===== config.mk =====
export PLATFORM = sky130hd
export DESIGN_NAME = linear_key_value_table_flat
export DESIGN_NICKNAME = d
export VERILOG_FILES = /design/src/rtl/lkvt_pkg.sv /design/src/rtl/lkvt_if.sv /design/src/rtl/linear_key_value_table.sv /design/src/rtl/lkvt_cfg.sv /design/src/flat_wrapper.sv
export SDC_FILE = /design/constraint.sdc
export NUM_CORES = 2
export LEC_CHECK = 0
export ABC_AREA = 0
export BUFFER_PORTS_ARGS = -buffer_cell sky130_fd_sc_hd__buf_2
export CAP_MARGIN = 30
export CORE_UTILIZATION = 55
export DETAILED_ROUTE_END_ITERATION = 8
export PLACE_DENSITY = 0.75
export REMOVE_ABC_BUFFERS = 1
export SLEW_MARGIN = 30
export SYNTH_ARGS = -nofsm -noshare
export SYNTH_HDL_FRONTEND = slang
export SYNTH_SLANG_ARGS = --single-unit

===== constraint.sdc =====
create_clock -name i_clk -period 7.5 [get_ports i_clk]
set_input_delay 1.125 -clock i_clk [delete_from_list [all_inputs] [get_ports i_clk]]
set_output_delay 1.125 -clock i_clk [all_outputs]
set_load 0.01 [all_outputs]

===== src/rtl/lkvt_pkg.sv =====
// Shared constants and codes for the linear key/value table.
// No dependencies; every other file of the block imports this package.
package lkvt_pkg;

    localparam int ENTRIES = 16;
    localparam int IDX_W   = $clog2(ENTRIES);
    localparam int CNT_W   = $clog2(ENTRIES + 1);

    localparam int MODE_W  = 2;
    localparam int KEY_W   = 32;
    localparam int VAL_W   = 32;
    localparam int INDEX_W = 4;
    localparam int STAT_W  = 3;
    localparam int CAP_W   = 5;
    localparam int CMP_W   = (CAP_W > CNT_W) ? CAP_W : CNT_W;

    localparam int DATA_W  = 32;
    localparam int ADDR_W  = 3;
    localparam int REG_W   = ADDR_W - 2;

    localparam logic [REG_W-1:0] REG_CAPACITY = REG_W'(0);
    localparam logic [CAP_W-1:0] CAPACITY_RESET = CAP_W'(16);

    localparam logic [MODE_W-1:0] MODE_INSERT = 2'd0;
    localparam logic [MODE_W-1:0] MODE_REMOVE = 2'd1;
    localparam logic [MODE_W-1:0] MODE_LOOKUP = 2'd2;
    localparam logic [MODE_W-1:0] MODE_READ   = 2'd3;

    localparam logic [STAT_W-1:0] STAT_OK        = 3'd0;
    localparam logic [STAT_W-1:0] STAT_FULL      = 3'd1;
    localparam logic [STAT_W-1:0] STAT_EMPTY     = 3'd2;
    localparam logic [STAT_W-1:0] STAT_NOT_FOUND = 3'd3;
    localparam logic [STAT_W-1:0] STAT_RANGE     = 3'd4;

endpackage


===== src/rtl/lkvt_if.sv =====
// Valid/ready channels for table requests and results.
// Depends on lkvt_pkg for field widths.
interface lkvt_req_if;
    import lkvt_pkg::*;
    logic                valid;
    logic                ready;
    logic [MODE_W-1:0]   mode;
    logic [KEY_W-1:0]    key;
    logic [VAL_W-1:0]    value;
    logic [INDEX_W-1:0]  index;

    modport source (output valid, mode, key, value, index, input ready);
    modport sink   (input valid, mode, key, value, index, output ready);
endinterface

interface lkvt_rsp_if;
    import lkvt_pkg::*;
    logic                valid;
    logic                ready;
    logic [STAT_W-1:0]   status;
    logic                found;
    logic [KEY_W-1:0]    result_key;
    logic [VAL_W-1:0]    result_value;
    logic [CNT_W-1:0]    entry_count;

    modport source (output valid, status, found, result_key, result_value, entry_count,
                    input ready);
    modport sink   (input valid, status, found, result_key, result_value, entry_count,
                    output ready);
endinterface


===== src/rtl/linear_key_value_table.sv =====
// Linear key/value table: request sequencer, entry memory and scan compare unit.
// Depends on lkvt_pkg, lkvt_if and lkvt_cfg.
//
// A dense table of up to 16 key/value pairs in insertion order. Insert and
// read-at-index go from idle to the result state, which loads the output
// register once it is free. Remove and lookup walk every stored entry through
// the single memory read port and one key comparator, one entry a cycle, and
// then pass through the result state as well. No request is taken while another
// is in progress: a new request is taken once the sequencer is back in idle,
// even while the previous result still waits in the output register. Capacity
// is written over the APB port at byte address 0 and should only change while
// idle.
module linear_key_value_table (
    input  logic                          i_clk,
    input  logic                          i_rst_n,
    input  logic                          psel,
    input  logic                          penable,
    input  logic                          pwrite,
    input  logic [lkvt_pkg::ADDR_W-1:0]   paddr,
    input  logic [lkvt_pkg::DATA_W-1:0]   pwdata,
    output logic [lkvt_pkg::DATA_W-1:0]   prdata,
    output logic                          pready,
    lkvt_req_if.sink                      i_req,
    lkvt_rsp_if.source                    o_rsp
);
    import lkvt_pkg::*;

    typedef enum logic [1:0] {S_IDLE, S_SCAN, S_RESULT} t_state;

    t_state             r_state;
    logic [CAP_W-1:0]   w_capacity;

    logic [KEY_W-1:0]   r_mem_key [ENTRIES];
    logic [VAL_W-1:0]   r_mem_val [ENTRIES];
    logic [KEY_W-1:0]   r_rd_key;
    logic [VAL_W-1:0]   r_rd_val;

    logic [CNT_W-1:0]   r_count;
    logic [CNT_W-1:0]   r_rd_idx;
    logic [CNT_W-1:0]   r_kept;
    logic               r_dv;
    logic [MODE_W-1:0]  r_mode;
    logic [KEY_W-1:0]   r_key;
    logic [STAT_W-1:0]  r_status;
    logic               r_found;
    logic [KEY_W-1:0]   r_res_key;
    logic [VAL_W-1:0]   r_res_val;

    logic               r_out_valid;
    logic [STAT_W-1:0]  r_o_status;
    logic               r_o_found;
    logic [KEY_W-1:0]   r_o_key;
    logic [VAL_W-1:0]   r_o_val;
    logic [CNT_W-1:0]   r_o_count;

    logic               w_accept;
    logic               w_full;
    logic [CMP_W-1:0]   w_eff_cap;
    logic               w_rd_more;
    logic               w_match;
    logic               w_scan_done;
    logic               w_out_range;
    logic               w_rd_en;
    logic [IDX_W-1:0]   w_rd_addr;
    logic               w_wr_en;
    logic [IDX_W-1:0]   w_wr_addr;
    logic [KEY_W-1:0]   w_wr_key;
    logic [VAL_W-1:0]   w_wr_val;

    lkvt_cfg u_cfg (
        .i_clk      (i_clk),
        .i_rst_n    (i_rst_n),
        .psel       (psel),
        .penable    (penable),
        .pwrite     (pwrite),
        .paddr      (paddr),
        .pwdata     (pwdata),
        .prdata     (prdata),
        .pready     (pready),
        .o_capacity (w_capacity)
    );

    assign i_req.ready        = (r_state == S_IDLE);
    assign w_accept           = i_req.valid && i_req.ready;

    assign o_rsp.valid        = r_out_valid;
    assign o_rsp.status       = r_o_status;
    assign o_rsp.found        = r_o_found;
    assign o_rsp.result_key   = r_o_key;
    assign o_rsp.result_value = r_o_val;
    assign o_rsp.entry_count  = r_o_count;

    // Capacity above the table size acts as the table size.
    assign w_eff_cap   = (CMP_W'(w_capacity) > CMP_W'(ENTRIES)) ? CMP_W'(ENTRIES)
                                                               : CMP_W'(w_capacity);
    assign w_full      = (CMP_W'(r_count) >= w_eff_cap);
    assign w_out_range = (CNT_W'(i_req.index) >= r_count);

    assign w_rd_more   = (r_rd_idx < r_count);
    assign w_match     = (r_rd_key == r_key);
    assign w_scan_done = (r_state == S_SCAN) && !w_rd_more && !r_dv;

    assign w_rd_en   = (w_accept && (i_req.mode == MODE_READ))
                    || ((r_state == S_SCAN) && w_rd_more);
    assign w_rd_addr = (r_state == S_IDLE) ? i_req.index[IDX_W-1:0] : r_rd_idx[IDX_W-1:0];

    // Compaction writes survivors at the kept position, always behind the read pointer.
    assign w_wr_en   = (w_accept && (i_req.mode == MODE_INSERT) && !w_full)
                    || ((r_state == S_SCAN) && r_dv && !w_match && (r_mode == MODE_REMOVE));
    assign w_wr_addr = (r_state == S_IDLE) ? r_count[IDX_W-1:0] : r_kept[IDX_W-1:0];
    assign w_wr_key  = (r_state == S_IDLE) ? i_req.key   : r_rd_key;
    assign w_wr_val  = (r_state == S_IDLE) ? i_req.value : r_rd_val;

    always_ff @(posedge i_clk) begin
        if (w_wr_en) begin
            r_mem_key[w_wr_addr] <= w_wr_key;
            r_mem_val[w_wr_addr] <= w_wr_val;
        end
        if (w_rd_en) begin
            r_rd_key <= r_mem_key[w_rd_addr];
            r_rd_val <= r_mem_val[w_rd_addr];
        end
    end

    always_ff @(posedge i_clk) begin
        if (!i_rst_n) begin
            r_state     <= S_IDLE;
            r_count     <= '0;
            r_dv        <= 1'b0;
            r_out_valid <= 1'b0;
        end else begin
            if (r_out_valid && o_rsp.ready) begin
                r_out_valid <= 1'b0;
            end
            case (r_state)
                S_IDLE: begin
                    if (w_accept) begin
                        r_mode    <= i_req.mode;
                        r_key     <= i_req.key;
                        r_rd_idx  <= '0;
                        r_kept    <= '0;
                        r_dv      <= 1'b0;
                        r_found   <= 1'b0;
                        r_res_key <= '0;
                        r_res_val <= '0;
                        r_status  <= STAT_OK;
                        case (i_req.mode)
                            MODE_INSERT: begin
                                if (w_full) begin
                                    r_status <= STAT_FULL;
                                end else begin
                                    r_count <= r_count + 1'b1;
                                end
                                r_state <= S_RESULT;
                            end
                            MODE_READ: begin
                                if (w_out_range) begin
                                    r_status <= STAT_RANGE;
                                end else begin
                                    r_found <= 1'b1;
                                end
                                r_state <= S_RESULT;
                            end
                            default: begin
                                r_state <= S_SCAN;
                            end
                        endcase
                    end
                end
                S_SCAN: begin
                    r_dv <= w_rd_more;
                    if (w_rd_more) begin
                        r_rd_idx <= r_rd_idx + 1'b1;
                    end
                    if (r_dv) begin
                        // keep only the first hit of a lookup
                        if (w_match && !r_found && (r_mode == MODE_LOOKUP)) begin
                            r_found   <= 1'b1;
                            r_res_key <= r_rd_key;
                            r_res_val <= r_rd_val;
                        end
                        if (!w_match) begin
                            r_kept <= r_kept + 1'b1;
                        end
                    end
                    if (w_scan_done) begin
                        r_state <= S_RESULT;
                        if (r_mode == MODE_REMOVE) begin
                            r_count <= r_kept;
                            if (r_count == '0) begin
                                r_status <= STAT_EMPTY;
                            end else if (r_kept == r_count) begin
                                r_status <= STAT_NOT_FOUND;
                            end else begin
                                r_status <= STAT_OK;
                            end
                        end else begin
                            r_status <= r_found ? STAT_OK : STAT_NOT_FOUND;
                        end
                    end
                end
                S_RESULT: begin
                    // hold until the output register is free
                    if (!r_out_valid || o_rsp.ready) begin
                        r_out_valid <= 1'b1;
                        r_o_status  <= r_status;
                        r_o_found   <= r_found;
                        r_o_key     <= ((r_mode == MODE_READ) && r_found) ? r_rd_key
                                                                          : r_res_key;
                        r_o_val     <= ((r_mode == MODE_READ) && r_found) ? r_rd_val
                                                                          : r_res_val;
                        r_o_count   <= r_count;
                        r_state     <= S_IDLE;
                    end
                end
                default: begin
                    r_state <= S_IDLE;
                end
            endcase
        end
    end

`ifndef SYNTHESIS
    a_count_bound: assert property (@(posedge i_clk) disable iff (!i_rst_n)
        r_count <= CNT_W'(ENTRIES))
        else $error("entry count exceeds table size");

    a_insert_grows: assert property (@(posedge i_clk) disable iff (!i_rst_n)
        (w_accept && (i_req.mode == MODE_INSERT) && !w_full)
        |=> (r_count == $past(r_count) + 1'b1))
        else $error("accepted insert did not grow the table");

    a_only_insert_grows: assert property (@(posedge i_clk) disable iff (!i_rst_n)
        !(w_accept && (i_req.mode == MODE_INSERT)) |=> (r_count <= $past(r_count)))
        else $error("entry count grew without an insert");

    a_kept_behind_read: assert property (@(posedge i_clk) disable iff (!i_rst_n)
        (r_state == S_SCAN) |-> (r_kept <= r_rd_idx))
        else $error("compaction write passed the read pointer");

    a_result_waits: assert property (@(posedge i_clk) disable iff (!i_rst_n)
        ((r_state == S_RESULT) && r_out_valid && !o_rsp.ready)
        |=> ((r_state == S_RESULT) && $stable(r_o_status)))
        else $error("result overwrote an untaken output");
`endif

endmodule


===== src/rtl/lkvt_cfg.sv =====
// APB-style register file holding the capacity register.
// Depends on lkvt_pkg for address and register widths.
module lkvt_cfg (
    input  logic                          i_clk,
    input  logic                          i_rst_n,
    input  logic                          psel,
    input  logic                          penable,
    input  logic                          pwrite,
    input  logic [lkvt_pkg::ADDR_W-1:0]   paddr,
    input  logic [lkvt_pkg::DATA_W-1:0]   pwdata,
    output logic [lkvt_pkg::DATA_W-1:0]   prdata,
    output logic                          pready,
    output logic [lkvt_pkg::CAP_W-1:0]    o_capacity
);
    import lkvt_pkg::*;

    logic [CAP_W-1:0] r_capacity;
    logic             w_sel_cap;

    assign w_sel_cap  = (paddr[ADDR_W-1:2] == REG_CAPACITY);
    assign pready     = 1'b1;
    assign prdata     = w_sel_cap ? DATA_W'(r_capacity) : '0;
    assign o_capacity = r_capacity;

    always_ff @(posedge i_clk) begin
        if (!i_rst_n) begin
            r_capacity <= CAPACITY_RESET;
        end else if (psel && penable && pwrite && pready && w_sel_cap) begin
            r_capacity <= pwdata[CAP_W-1:0];
        end
    end

endmodule

===== src/flat_wrapper.sv =====
// flat-port wrapper written by rule: the top's interface ports become plain ports
module linear_key_value_table_flat import lkvt_pkg::*;
  (i_clk, i_rst_n, psel, penable, pwrite, paddr, pwdata, prdata, pready, i_req_valid, i_req_mode, i_req_key, i_req_value, i_req_index, i_req_ready, o_rsp_valid, o_rsp_status, o_rsp_found, o_rsp_result_key, o_rsp_result_value, o_rsp_entry_count, o_rsp_ready);
  lkvt_req_if i_req_i ();
  lkvt_rsp_if o_rsp_i ();
  input  logic i_clk;
  input  logic i_rst_n;
  input  logic psel;
  input  logic penable;
  input  logic pwrite;
  input  logic [lkvt_pkg::ADDR_W-1:0] paddr;
  input  logic [lkvt_pkg::DATA_W-1:0] pwdata;
  output logic [lkvt_pkg::DATA_W-1:0] prdata;
  output logic pready;
  input wire logic [$bits(i_req_i.valid)-1:0] i_req_valid;
  input wire logic [$bits(i_req_i.mode)-1:0] i_req_mode;
  input wire logic [$bits(i_req_i.key)-1:0] i_req_key;
  input wire logic [$bits(i_req_i.value)-1:0] i_req_value;
  input wire logic [$bits(i_req_i.index)-1:0] i_req_index;
  output wire logic [$bits(i_req_i.ready)-1:0] i_req_ready;
  output wire logic [$bits(o_rsp_i.valid)-1:0] o_rsp_valid;
  output wire logic [$bits(o_rsp_i.status)-1:0] o_rsp_status;
  output wire logic [$bits(o_rsp_i.found)-1:0] o_rsp_found;
  output wire logic [$bits(o_rsp_i.result_key)-1:0] o_rsp_result_key;
  output wire logic [$bits(o_rsp_i.result_value)-1:0] o_rsp_result_value;
  output wire logic [$bits(o_rsp_i.entry_count)-1:0] o_rsp_entry_count;
  input wire logic [$bits(o_rsp_i.ready)-1:0] o_rsp_ready;
  assign i_req_i.valid = i_req_valid;
  assign i_req_i.mode = i_req_mode;
  assign i_req_i.key = i_req_key;
  assign i_req_i.value = i_req_value;
  assign i_req_i.index = i_req_index;
  assign i_req_ready = i_req_i.ready;
  assign o_rsp_valid = o_rsp_i.valid;
  assign o_rsp_status = o_rsp_i.status;
  assign o_rsp_found = o_rsp_i.found;
  assign o_rsp_result_key = o_rsp_i.result_key;
  assign o_rsp_result_value = o_rsp_i.result_value;
  assign o_rsp_entry_count = o_rsp_i.entry_count;
  assign o_rsp_i.ready = o_rsp_ready;
  linear_key_value_table u_core (.i_clk(i_clk), .i_rst_n(i_rst_n), .psel(psel), .penable(penable), .pwrite(pwrite), .paddr(paddr), .pwdata(pwdata), .prdata(prdata), .pready(pready), .i_req(i_req_i), .o_rsp(o_rsp_i));
endmodule

==> implementation parameters <==
Parameter                              Value

Synth
  Cells after synthesis ... 3,862
  Yosys cell types ... 55
  Post-synthesis xor/xnor area fraction ... 0.737%
  Count of flip-flops with a built-in enable after synthesis ... 1,273
  Share of the synthesized area in the top cell type ... 74.8%
  Largest area contributor in the netlist ... sky130_fd_sc_hd__edfxtp_1
  Number of synthesized register bits ... 1,287
  Mux contribution to synthesized area ... 1.54%
  Simple-gate portion of the synthesized area ... 14.0%
  Most frequently used flop master after synthesis ... sky130_fd_sc_hd__edfxtp_1
  Netlist area before placement ... 0.0511 mm2
  Async SR Flop Fraction ... 0%
  Synth top area cells ... sky130_fd_sc_hd__edfxtp_1 75%, sky130_fd_sc_hd__nand2_1 7.3%, sky130_fd_sc_hd__a21oi_1 2.6%
  Synth Area in Compound Gates ... 5.23%
  Per-instance average area after synthesis ... 13.2 um2
  Sequential share of the synthesized area ... 75.4%
  Count of warnings emitted by yosys ... 0
  Largest family of logic cells by synthesized area ... simple AND/OR/NAND/NOR gates
  Adder-Cell Fraction of Synth Area ... 0.465%

Pwr
  Static power due to leakage ... 19.6 nW
  Worst IR Drop VDD ... 0.231 mV
  Power density normalized to cell area ... 282 mW/mm2

Run status
  Run status ... finished, final reports clean

Final layout
  Net count of the finished layout ... 4,122
  Layout area overhead ... 11.8%
  Layout fillers ... 6,579
  Core utilization of the finished layout ... 62.2%
  Finished Layout Cells ... 5,338
  Most frequent cells in the layout ... 1,273 x sky130_fd_sc_hd__edfxtp_1, 989 x sky130_fd_sc_hd__nand2_1, 273 x sky130_fd_sc_hd__nor2_1
  Most common library cell in the layout ignoring fill and taps ... sky130_fd_sc_hd__edfxtp_1
  Fraction of layout instances using a drive strength above 1 ... 12.1%
  Final design instance area without fill ... 0.0571 mm2

Critical path
  List of cells traversed by the critical path ... or2_4, buf_4, o21ai_4, buf_12, nand2_4, buf_4, a21oi_1, nor4_1, o21ai_1
  Worst EP required ... 7.93 ns
  Arrival @ worst endpoint ... 4.81 ns
  Largest fanout of any net on the critical path ... 178
  Critical path class ... register to register
  Element type at the critical path start ... register
  CP Capture Type ... register
  Worst path max stage delay ... 0.77 ns
  Slowest stage cell on the critical path ... sky130_fd_sc_hd__dfxtp_1
  Dominant cell type by count on the critical path ... sky130_fd_sc_hd__buf_4

Timing
  Unrepaired setup endpoints after global routing ... false
  Clock Skew ... 0.0369 ns
  Worst Tran Pin Value ... 1.01 ns
  Clock period minus worst slack ... 4.38 ns
  Share of the clock period used by the worst path after layout ... 58.3%
  Relative slew slack ... 33.0%
  Final max-slew violation count ... 0
  Final hold vios ... 0
  Final-report setup violation count ... 0
  Sum of negative setup slack ... 0 ns
  Setup slack of the critical path after layout ... 3.12 ns
  Fmax ... 229 MHz

Place
  Pre-CTS WS ... 3.19 ns
  Placed cell area ... 0.0530 mm2
  Placed insts ... 5,110
  # port buffers ... 162
  HPWL Detailed ... 62,300 um
  RePlAce Congestion ... 0.830

Floorplan
  Height of the chip ... 307 um
  Standard-cell row count ... 111
  Count of boundary I/O pins ... 220
  Die footprint ... 0.0941 mm2
  Horizontal die dimension ... 307 um
  Starting density of the core ... 55.7%
  Core footprint ... 0.0918 mm2

GRT
  Total overflow reported by the global router ... 0
  First-pass GRT wire length ... 186,000 um
  GRT Resource Usage Total ... 26.6%
  Number of global-route vias before repair ... 30,731
  Number of antenna violations at the first check in global routing ... 2
  Pin count of the biggest net entering global routing ... 191

Routing
  Ratio of routed vias to standard cells ... 5.93
  Starting DRT DRC Count ... 4,228
  DRC viols ... 0
  Overall routed net length ... 125,000 um
  Average wire length per cell after detail routing ... 23.5 um
  Post-detailed-route count of antenna-violating nets ... 0
  DR vias ... 31,673
  DRT Pass-1 Iters ... 5

Hold path
  Class of the worst hold path ... register to register

Clocking
  Worst-skew pair later-pin latency ... 0.72 ns
  Number of buffers between clock root and the deepest sink ... 3
  Clock transition at the register clock pins on the worst setup and hold paths after CTS ... 0.07 ns
  Sinks on Clock Net ... 1,287
  Count of hold-fix buffers inserted at cts ... 0
  Clock tree from TritonCTS ... built
  H-Tree Depth ... 3
  Root cell of the clock tree ... sky130_fd_sc_hd__clkbuf_16
  Post-CTS Setup Bufs ... 0
  Total CTS buffers ... 121
  Resized Gates After CTS ... 0

Run
  Number of violations of the max-capacitance limit ... 0
[cells by family after synthesis]
group / count (synthesis)
fa+ha+maj: 19
mux: 70
compound gates: 511
xor+xnor: 43
flops: 1287
buf+inv: 253
simple gates: 1677
other cells: 2
[path summary, 6_finish.rpt]
kind                       from                endpoint  slack (ns)  depth (start not counted)
min          u_core.r_status[1]  u_core.o_rsp.status[1]        0.42                          0
min reg2reg  u_core.r_status[1]  u_core.o_rsp.status[1]        0.42                          0
max           u_core.r_state[0]     u_core.r_rd_val[13]        3.12                          9
max reg2reg   u_core.r_state[0]     u_core.r_rd_val[13]        3.12                          9
[worst max-delay path, delay by kind of cell, from the launching register on]
family	cells	cell delay [ns]
buffers and inverters	3	1.77
AOI/OAI and AO/OA	3	0.39
and+or+nand+nor	3	1.09
DFF	1	0.77
[routing by layer]
layer	vias up	track usage, %	routed length (um)
li1	14110	-	-
met1	15418	37.8	49600
met2	1870	41.9	58200
met3	275	4.29	13500
met4	0	9.36	3910
met5	-	0	0
[cells in the mapped netlist (2+ instances only)]
library cell / number
sky130_fd_sc_hd__nand3_1: 141
sky130_fd_sc_hd__buf_2: 109
sky130_fd_sc_hd__xor2_1: 7
sky130_fd_sc_hd__buf_4: 32
sky130_fd_sc_hd__conb_1: 2
sky130_fd_sc_hd__o21ai_0: 95
sky130_fd_sc_hd__mux2_2: 64
sky130_fd_sc_hd__nand2_2: 3
sky130_fd_sc_hd__a31oi_1: 11
sky130_fd_sc_hd__ha_1: 19
sky130_fd_sc_hd__and2_1: 67
sky130_fd_sc_hd__nor2_1: 275
sky130_fd_sc_hd__o211ai_1: 5
sky130_fd_sc_hd__dfxtp_1: 14
sky130_fd_sc_hd__inv_1: 11
sky130_fd_sc_hd__clkbuf_1: 69
sky130_fd_sc_hd__o21a_1: 2
sky130_fd_sc_hd__o21ai_1: 111
sky130_fd_sc_hd__buf_1: 10
sky130_fd_sc_hd__nor4_1: 66
sky130_fd_sc_hd__edfxtp_1: 1273
sky130_fd_sc_hd__o21ai_2: 2
sky130_fd_sc_hd__nand2b_1: 8
sky130_fd_sc_hd__a21oi_1: 265
sky130_fd_sc_hd__a21boi_0: 3
sky130_fd_sc_hd__nor2b_1: 13
sky130_fd_sc_hd__nand4_1: 72
sky130_fd_sc_hd__nor3b_1: 5
sky130_fd_sc_hd__a21o_1: 5
sky130_fd_sc_hd__nor4b_1: 2
sky130_fd_sc_hd__xnor2_1: 36
sky130_fd_sc_hd__o31ai_1: 2
sky130_fd_sc_hd__nor3_1: 19
sky130_fd_sc_hd__buf_6: 21
sky130_fd_sc_hd__nand3b_1: 5
sky130_fd_sc_hd__mux2i_1: 5
sky130_fd_sc_hd__nand2_1: 995
[cell type report]
| cell class | count | area [um2] | share of cell area, % |
|---|---|---|---|
| Antenna cell | 2 | 5.00 | 0.00876 |
| Clock buffer | 152 | 3280 | 5.74 |
| Clock inverter | 73 | 797 | 1.40 |
| Inverter | 12 | 50.0 | 0.0876 |
| Multi-Input combinational cell | 2348 | 11600 | 20.3 |
| Sequential cell | 1287 | 38500 | 67.4 |
| Tap cell | 1243 | 1560 | 2.72 |
| Timing Repair Buffer | 221 | 1330 | 2.34 |
[sequential cells by signal (all words and copies together) (netlist names), 32 cells and up]
| register | flops |
|---|---|
| u_core.o_rsp.result_value | 32 |
| u_core.r_res_val | 32 |
| u_core.r_mem_val | 512 |
| u_core.o_rsp.result_key | 32 |
| u_core.r_res_key | 32 |
| u_core.r_rd_key | 32 |
| u_core.r_rd_val | 32 |
| u_core.r_key | 32 |
| u_core.r_mem_key | 512 |
[per-stage QoR]
step | hold slack (ns) | power [mW]
finish | 0.416 | 16.1
global route | 0.437 | 16.6
CTS | 0.418 | 16.1
detailed placement | 0.405 | 9.97
global placement | 0.408 | 9.91
floorplan | 0.400 | 9.49
[where the power goes]
group	leakage, nW	internal (mW)	switching [mW]
clock network	1.98	3.63	2.62
logic	5.97	0.367	1.16
registers	11.7	8.25	0.0675
total	19.6	12.3	3.85
Power figures use the tool's default switching activity.
